File: src/hw/rtl/ssp_pkg.sv
// ----------------------------------------------------------------------------
// ssp_pkg: shared types and constants for the sprite screen projection block
// Fixed-point format, divider lane layout, status codes and register indexes.
// ----------------------------------------------------------------------------
package ssp_pkg;

  localparam int FRAC_BITS = 16;

  // Quotient bits produced by the camera-space divider chain and the screen
  // divider chain. Larger quotients are flagged as overflow before the chain.
  localparam int QA  = 34;
  localparam int QB  = 24;
  localparam int QW  = QA;
  localparam int DVW = 64;
  localparam int RW  = 65 + ((FRAC_BITS > QA) ? FRAC_BITS : QA);
  localparam int SHW = 7;

  localparam int CFG_IDX_W  = 4;
  localparam int CFG_DATA_W = 13;

  localparam logic [CFG_IDX_W-1:0]  REG_SCREEN_WIDTH  = CFG_IDX_W'(0);
  localparam logic [CFG_IDX_W-1:0]  REG_SCREEN_HEIGHT = CFG_IDX_W'(1);
  localparam logic [CFG_DATA_W-1:0] WIDTH_RESET       = CFG_DATA_W'(640);
  localparam logic [CFG_DATA_W-1:0] HEIGHT_RESET      = CFG_DATA_W'(480);

  typedef enum logic [1:0] {
    ST_OK         = 2'd0,
    ST_SINGULAR   = 2'd1,
    ST_ZERO_DEPTH = 2'd2
  } status_t;

  // One lane of a restoring divider: partial remainder, divisor, quotient.
  typedef struct packed {
    logic [RW-1:0]  rem;
    logic [DVW-1:0] dvs;
    logic [QW-1:0]  quo;
  } lane_t;

  // Context that travels with a word through a divider chain.
  typedef struct packed {
    status_t     status;
    logic [31:0] lat;
    logic [31:0] dep;
    logic        neg0;
    logic        neg1;
    logic        ovf0;
    logic        ovf1;
  } side_t;

  // One restoring step: try to subtract the divisor shifted to this bit.
  function automatic lane_t div_step(lane_t ln, logic [SHW-1:0] sh);
    logic [RW:0] sub;
    lane_t       res;
    sub = {1'b0, ln.rem} - ({1'b0, RW'(ln.dvs)} << sh);
    res = ln;
    if (!sub[RW]) begin
      res.rem = sub[RW-1:0];
    end
    res.quo = {ln.quo[QW-2:0], ~sub[RW]};
    return res;
  endfunction

endpackage

File: src/hw/rtl/ssp_div_cell.sv
// ----------------------------------------------------------------------------
// ssp_div_cell: one quotient bit of two divider lanes
// Each cell retires one bit of both lanes and passes the word to the next cell.
// ----------------------------------------------------------------------------
module ssp_div_cell import ssp_pkg::*; (
  input  logic           clk,
  input  logic           rst_n,
  input  logic           en,
  input  logic [SHW-1:0] sh,
  input  logic           vld_i,
  input  lane_t          lane0_i,
  input  lane_t          lane1_i,
  input  side_t          side_i,
  output logic           vld_o,
  output lane_t          lane0_o,
  output lane_t          lane1_o,
  output side_t          side_o
);

  logic  vld_r;
  lane_t lane0_r;
  lane_t lane1_r;
  side_t side_r;

  always_ff @(posedge clk) begin
    if (!rst_n) begin
      vld_r <= 1'b0;
    end else if (en) begin
      vld_r <= vld_i;
    end
  end

  always_ff @(posedge clk) begin
    if (en && vld_i) begin
      lane0_r <= div_step(lane0_i, sh);
      lane1_r <= div_step(lane1_i, sh);
      side_r  <= side_i;
    end
  end

  assign vld_o   = vld_r;
  assign lane0_o = lane0_r;
  assign lane1_o = lane1_r;
  assign side_o  = side_r;

endmodule

File: config.mk
export PLATFORM = sky130hd
export DESIGN_NAME = ssp_div_cell
export DESIGN_NICKNAME = d
export VERILOG_FILES = /design/src/hw/rtl/ssp_pkg.sv /design/src/hw/rtl/ssp_div_cell.sv
export SDC_FILE = /design/constraint.sdc
export NUM_CORES = 1
export LEC_CHECK = 0
export ABC_AREA = 1
export ABC_CLOCK_PERIOD_IN_PS = 11300
export BUFFER_PORTS_ARGS = -buffer_cell sky130_fd_sc_hd__buf_2
export CORE_MARGIN = 3
export CORE_UTILIZATION = 30
export DETAILED_ROUTE_END_ITERATION = 8
export PLACE_DENSITY = 0.49
export REMOVE_ABC_BUFFERS = 1
export SYNTH_ARGS = -nofsm -noshare
export SYNTH_HDL_FRONTEND = slang
export SYNTH_SLANG_ARGS = --single-unit
export TNS_END_PERCENT = 1
File: constraint.sdc
create_clock -name clk -period 11.3 [get_ports clk]
set_input_delay 1.695 -clock clk [delete_from_list [all_inputs] [get_ports clk]]
set_output_delay 1.695 -clock clk [all_outputs]
set_load 0.05 [all_outputs]
==> run_results.csv, run 1 <==
group,metric,value,unit
outcome,status,"complete, no violations",
clocking,post_cts_resized,0,
floorplanning,core_area,0.149,mm²
detailed_routing,drt_pre_antenna_iters,8,
critical_path,r2r_start,"vld_o",
finish,drive_gt1_share,13.5,%
global_route,grt_remaining_overflow,0,
floorplanning,num_rows,141,
timing,tightest_slew,1.13,ns
min_path,hold_path.class,"flip-flop to flip-flop",
placement,port_buffers,937,
critical_path,cp-end-kind,"flip-flop",
logic_synthesis,ys_ff_latch,465,
power_and_ir_drop,p_leak,26.9,nW
critical_path,timing.reg2reg.setup_slack,10.72,ns
power_and_ir_drop,power,7.34,mW
detailed_routing,top_layer_used,"met5",
global_route,grt_pass1_wl,357000,µm
timing,maxSlewHeadroom,24.1,%
logic_synthesis,async_reset_ff_share,0,%
clocking,clockBufferDepth,3,
finish,nets,8761,
clocking,postCtsHoldBufs,0,
clocking,cts_setup_buffers,0,
logic_synthesis,ys_seq_area_share,30.9,%
clocking,clk_pin_slew_worst_paths,0.06,ns
logic_synthesis,synth_edf_count,464,
critical_path,path_class,"input port to flip-flop",
floorplanning,dieArea,0.155,mm²
floorplanning,die_h,394,µm
detailed_routing,detail_route.wl_per_cell,25.1,µm
detailed_routing,vias,51500,
critical_path,cp-endpoint,"lane1_o[127]",
placement,placed_cell_area,0.0516,mm²
clocking,clk_latency,0.63,ns
detailed_routing,antenna_left,0,
critical_path,crit_path_max_fanout,82,
finish,final_area,0.0532,mm²
detailed_routing,wl_met2,120000,µm
clocking,cts_tree,"built",
detailed_routing,wl,254000,µm
clocking,cts-root-buf,"clkbuf_16",
logic_synthesis,synth_ff_type,"edfxtp_1",
detailed_routing,wl_met1,108000,µm
clocking,clock_sinks,465,
detailed_routing,vias_per_cell,5.09,
timing,fin_crit,8.02,ns
detailed_routing,drc,0,
detailed_routing,first_iter_violations,4472,
critical_path,startpoint,"sh[0]",
power_and_ir_drop,peakVddDrop,109,µV
logic_synthesis,avgSynthCellArea,6.19,µm²
global_route,grt_max_degree,165,
timing,finClkSkew,0,ns
global_route,gr-usage-all-layers,31.5,%
critical_path,reg2regPathDepth,2,
critical_path,critPathLaunchType,"input port",
logic_synthesis,synth_area,0.0452,mm²
timing,fin_tns_setup,0,ns
timing,timing.fmax,125,MHz
floorplanning,io_pins,940,
finish,fin_util,35.8,%
timing,setup_viol,0,
clocking,cts_htree_levels,2,
logic_synthesis,yosysWarnings,0,
job,cap_violations,0,
logic_synthesis,ys_types,44,
detailed_routing,route.met3.wl,14700,µm
placement,dp_hpwl,218000,µm
clocking,cts_made_buffers,54,
timing,fin_crit_sh,71.0,%
placement,gp_congestion,1.03,
timing,rsz0062_at_grt,"false",
finish,area_growth,17.9,%
logic_synthesis,synthCells,7290,
finish,nFillCells,17000,
global_route,antenna_found_initial,18,
floorplanning,start_util,30.4,%
critical_path,crit_required,11.66,ns
timing,hold_viol,0,
power_and_ir_drop,power_per_cell_area,138,mW/mm²
timing,drv_slew,0,
floorplanning,die_w,394,µm
global_route,grt_pass1_vias,50000,
critical_path,cp.arrival,8.38,ns
critical_path,rr_endpoint,"vld_o",
registers in the layout, indices dropped and copies added, names as in the netlist:
signal   flops
lane0_o    197
lane1_o    197
side_o      70
vld_o        1
where the power goes:
group / total [mW] / internal (mW) / switching [mW]
logic: 3.48 / 0.835 / 2.64
registers: 2.18 / 2.13 / 0.0457
clock network: 1.69 / 0.942 / 0.745
total: 7.34 / 3.91 / 3.43
how the worst min path moves through the flow:
stage           from     to  slack, ns  depth (start not counted)
2_1_floorplan  vld_o  vld_o       0.69                          2
3_3_place_gp   vld_o  vld_o       0.46                          2
3_5_place_dp   vld_o  vld_o       0.47                          2
4_1_cts        vld_o  vld_o       0.48                          2
5_1_grt        vld_o  vld_o       0.52                          2
6_report       vld_o  vld_o       0.48                          2
critical path, cell delays in order:
cell and delay [ns]:
buf_4 0.40, inv_4 0.26, buf_4 0.44, nand2_1 0.14, nand2_1 0.07, o21ai_0 0.23, o21ai_0 0.17, or2_1 0.27
nand2_1 0.11, nor2_1 0.05, a31oi_1 0.29, nor2_1 0.07, nor2_1 0.67, ha_1 0.40, nand2_1 0.14, inv_1 0.07
nand2_1 0.08, nor3_1 0.53, nand2_1 0.30, nor2_1 0.21, nand2_1 0.07, inv_1 0.05, nand2_1 0.06, nand3_1 0.16
nand3_4 0.44, buf_4 0.58, nand3_1 0.17, nand2_1 0.14
cells in the final DEF (no fill, tap or decap), drive strengths merged, types with 44 or more instances in the layout:
| master | Yosys | layout |
|---|---|---|
| nand2 | 2953 | 2953 |
| xor2 | 124 | 124 |
| clkbuf | 80 | 65 |
| nor2 | 619 | 619 |
| o21bai | 44 | 44 |
| ha | 206 | 206 |
| buf | 166 | 978 |
| nand3 | 784 | 784 |
| edfxtp | 464 | 464 |
| inv | 863 | 864 |
| nor3 | 50 | 50 |
| nand4 | 44 | 44 |
| a21oi | 293 | 293 |
| o21ai | 398 | 398 |
metrics by stage:
step	worst slack (ns)	hold slack, ns	instances
global route	2.92	0.518	10100
detailed placement	2.67	0.468	10000
floorplan	-0.712	0.686	7044
CTS	3.36	0.478	10100
global placement	2.63	0.459	10000
finish	3.28	0.479	10100
synthesized netlist by cell type (all sizes together) (2+ instances only):
cell type	n	area, µm²
nand2	2953	11100
inv	863	3240
nand3	784	3920
nor2	619	2320
edfxtp	464	13900
o21ai	398	1990
a21oi	293	1470
ha	206	2580
buf	166	918
xor2	124	1090
clkbuf	80	300
nor3	50	250
nand4	44	275
o21bai	44	330
or2	36	225
a31oi	33	206
o21a	25	188
and2	22	138
nor4	16	100
mux2i	12	120
o211ai	9	67.6
a21o	8	60.1
a22oi	8	60.1
o22ai	8	50.1
nand3b	7	52.6
clkinv	4	15.0
xnor2	4	35.0
a211oi	2	15.0
fa	2	40.0
layer usage:
layer,vias up,track usage [%]
met2,1902,54.0
li1,25100,-
met1,24300,40.1
met4,6,12.7
met3,257,3.87
met5,-,0
layout make-up:
type                    count  area (µm²)  share of cell area, %
repair buffers            978        5060                   9.50
inverters                 867        3270                   6.15
well taps                2002        2500                   4.70
diodes                      5        12.5                 0.0235
clock buffers              65        1390                   2.62
clock inverters            31         263                  0.494
flip-flops and latches    465       14000                   26.2
multi-input cells        5712       26800                   50.3
cells by family after synthesis:
family,share of synthesized area (%)
buffers and inverters,9.90
DFF,30.9
and+or+nand+nor,40.8
AOI/OAI and AO/OA,9.90
muxes,0.266
adders and majority gates,5.80
xor gates and xnor gates,2.48
Power figures use the tool's default switching activity.
==> inputs of run 2 (changes only) <==
- ABC_AREA: 1 -> 0
- ABC_CLOCK_PERIOD_IN_PS: 11300 -> 8200
- PLACE_DENSITY: 0.49 -> 0.48
- clock period: 11.3 -> 8.2 ns (I/O delays scaled with it)
==> run_results.csv, run 2 <==
group,metric,value,unit
outcome,status,"complete, no violations",
clocking,cts_tree,"built",
critical_path,crit_path_max_fanout,58,
floorplanning,die_h,364,µm
clocking,postCtsHoldBufs,0,
finish,layout_common_cells,"933 x buf_2, 591 x nand2_1, 464 x edfxtp_1, 422 x a21oi_1, 365 x nor2_1",
power_and_ir_drop,peakVddDrop,152,µV
clocking,cts_made_buffers,54,
clocking,cts-root-buf,"clkbuf_16",
critical_path,crit_required,8.59,ns
power_and_ir_drop,power_per_cell_area,212,mW/mm²
floorplanning,die_w,364,µm
clocking,clk_latency,0.63,ns
global_route,grt_remaining_overflow,0,
power_and_ir_drop,power,9.97,mW
critical_path,path_class,"input port to flip-flop",
floorplanning,io_pins,940,
timing,setup_viol,0,
finish,area_growth,22.4,%
critical_path,cp-end-kind,"flip-flop",
global_route,antenna_found_initial,32,
floorplanning,core_area,0.126,mm²
logic_synthesis,synth_ff_type,"edfxtp_1",
logic_synthesis,yosysWarnings,0,
detailed_routing,drc,0,
detailed_routing,drt_pre_antenna_iters,6,
job,cap_violations,0,
logic_synthesis,synth_top_area_share,36.3,%
finish,nets,5674,
detailed_routing,vias_per_cell,5.52,
timing,hold_viol,0,
placement,gp_congestion,0.968,
placement,place_inst,6585,
min_path,hold_path.class,"flip-flop to flip-flop",
finish,final_cells,6696,
floorplanning,dieArea,0.132,mm²
timing,timing.fmax,136,MHz
clocking,post_cts_resized,0,
logic_synthesis,synth_area_leaders,"edfxtp_1 36%, ha_1 6.7%, nand2_1 5.8%, mux4_2 5.7%, a21oi_1 5.5%",
critical_path,cp.arrival,7.74,ns
logic_synthesis,yosysMostFrequentCell,"nand2_1",
detailed_routing,detail_route.wl_per_cell,27.2,µm
detailed_routing,wl,182000,µm
placement,dp_hpwl,152000,µm
finish,nFillCells,13100,
logic_synthesis,synth_area,0.0384,mm²
detailed_routing,vias,37000,
finish,layout_commonest_cell,"buf_2",
placement,post-place-ws,0.437,ns
timing,drv_slew,0,
logic_synthesis,async_reset_ff_share,0,%
timing,fin_crit_sh,89.7,%
timing,fin_crit,7.36,ns
detailed_routing,first_iter_violations,4239,
logic_synthesis,ys_ff_latch,465,
timing,maxSlewHeadroom,28.5,%
clocking,clk_pin_slew_worst_paths,0.06,ns
logic_synthesis,synth_common_cells,"591 x nand2_1, 464 x edfxtp_1, 422 x a21oi_1",
clocking,clock_sinks,465,
timing,tightest_slew,1.06,ns
detailed_routing,antenna_left,0,
global_route,grt_pass1_wl,251000,µm
logic_synthesis,synth.largest_area_cell,"edfxtp_1",
timing,rsz0062_at_grt,"false",
floorplanning,start_util,30.4,%
timing,finClkSkew,0,ns
finish,multi_input_area,0.0231,mm²
logic_synthesis,avgSynthCellArea,9.29,µm²
logic_synthesis,ys_types,84,
global_route,grt_max_degree,153,
critical_path,critPathLaunchType,"input port",
global_route,gr-usage-all-layers,26.1,%
logic_synthesis,synth_edf_count,464,
clocking,cts_setup_buffers,0,
logic_synthesis,ys_seq_area_share,36.3,%
placement,port_buffers,937,
logic_synthesis,synthCells,4133,
timing,setup_ws,0.845,ns
global_route,grt_pass1_vias,35000,
power_and_ir_drop,p_leak,19.2,nW
finish,drive_gt1_share,28.0,%
clocking,clockBufferDepth,3,
clocking,cts_htree_levels,2,
finish,seq_area,0.0140,mm²
floorplanning,num_rows,130,
## run 2: changes by cell type after synthesis, sizes merged, moves of 133 or more
cell / previous run / this run
a21oi: 293 / 426
inv: 863 / 73
mux2: 0 / 139
mux2i: 12 / 181
nand2: 2953 / 591
nand3: 784 / 40
nor2: 619 / 369
## run 2: cell type report
class                   instances  share of cell area, %
multi-input cells            3328                   49.1
flip-flops and latches        465                   29.7
repair buffers               1069                   12.5
well taps                    1650                   4.39
clock buffers                  62                   2.94
clock inverters                34                  0.735
inverters                      73                  0.599
diodes                         15                 0.0798
## run 2: path summary, 6_finish.rpt
| path | from | end | slack (ns) | depth (start not counted) |
|---|---|---|---|---|
| worst min-delay path | vld_o | vld_o | 0.60 | 2 |
| worst max-delay path | sh[0] | lane0_o[118] | 0.84 | 22 |
| worst min register to register | vld_o | vld_o | 0.60 | 2 |
| worst max register to register | vld_o | vld_o | 7.51 | 2 |
## run 2: power breakdown
group	total (mW)	internal (mW)	switching, mW
Clock	2.38	1.36	1.02
Combinational	4.54	1.45	3.08
Sequential	3.05	2.98	0.0692
## run 2: per-stage QoR
stage | hold WS [ns] | utilization [%] | instance area [µm²] | setup TNS, ns
floorplan | 0.853 | - | 37200 | -2418.62
global placement | 0.551 | 35.8 | 45200 | 0
detailed placement | 0.574 | 35.8 | 45200 | 0
CTS | 0.592 | 37.2 | 47000 | 0
global route | 0.599 | 37.2 | 47000 | 0
finish | 0.602 | 37.2 | 47000 | 0
## run 2: critical path: stages
cell,delay [ns]
clkbuf_8,0.47
buf_12,0.36
mux4_2,0.56
nand2_1,0.11
nand2_1,0.08
o21ai_0,0.73
mux2i_1,0.29
a22oi_1,0.36
ha_1,0.39
nand2_1,0.17
o21ai_0,0.17
a221oi_2,0.30
a21oi_1,0.13
o22a_1,0.21
o31a_1,0.36
a21oi_4,0.31
o21ai_1,0.18
a21oi_2,0.28
xor2_4,0.18
buf_12,0.21
buf_12,0.21
mux2_2,0.38
## run 2: metal layers
metal	global-route usage (%)	wire [µm]	vias to the layer above
li1	-	-	17200
met1	34.9	77100	17700
met2	39.3	78400	1741
met3	8.47	19400	277
met4	9.72	6940	26
met5	0	183	-
## run 2: cells by family (layout without fill, tap and decap cells)
family / count (synthesis) / count (layout) / synth area share [%]
other: 0 / 15 / 0
muxes: 418 / 418 / 14.5
adders and majority gates: 208 / 208 / 6.82
xor gates and xnor gates: 187 / 187 / 4.31
AOI/OAI and AO/OA: 1216 / 1216 / 19.6
buffers and inverters: 340 / 1238 / 3.72
and+or+nand+nor: 1299 / 1299 / 14.7
DFF: 465 / 465 / 36.3
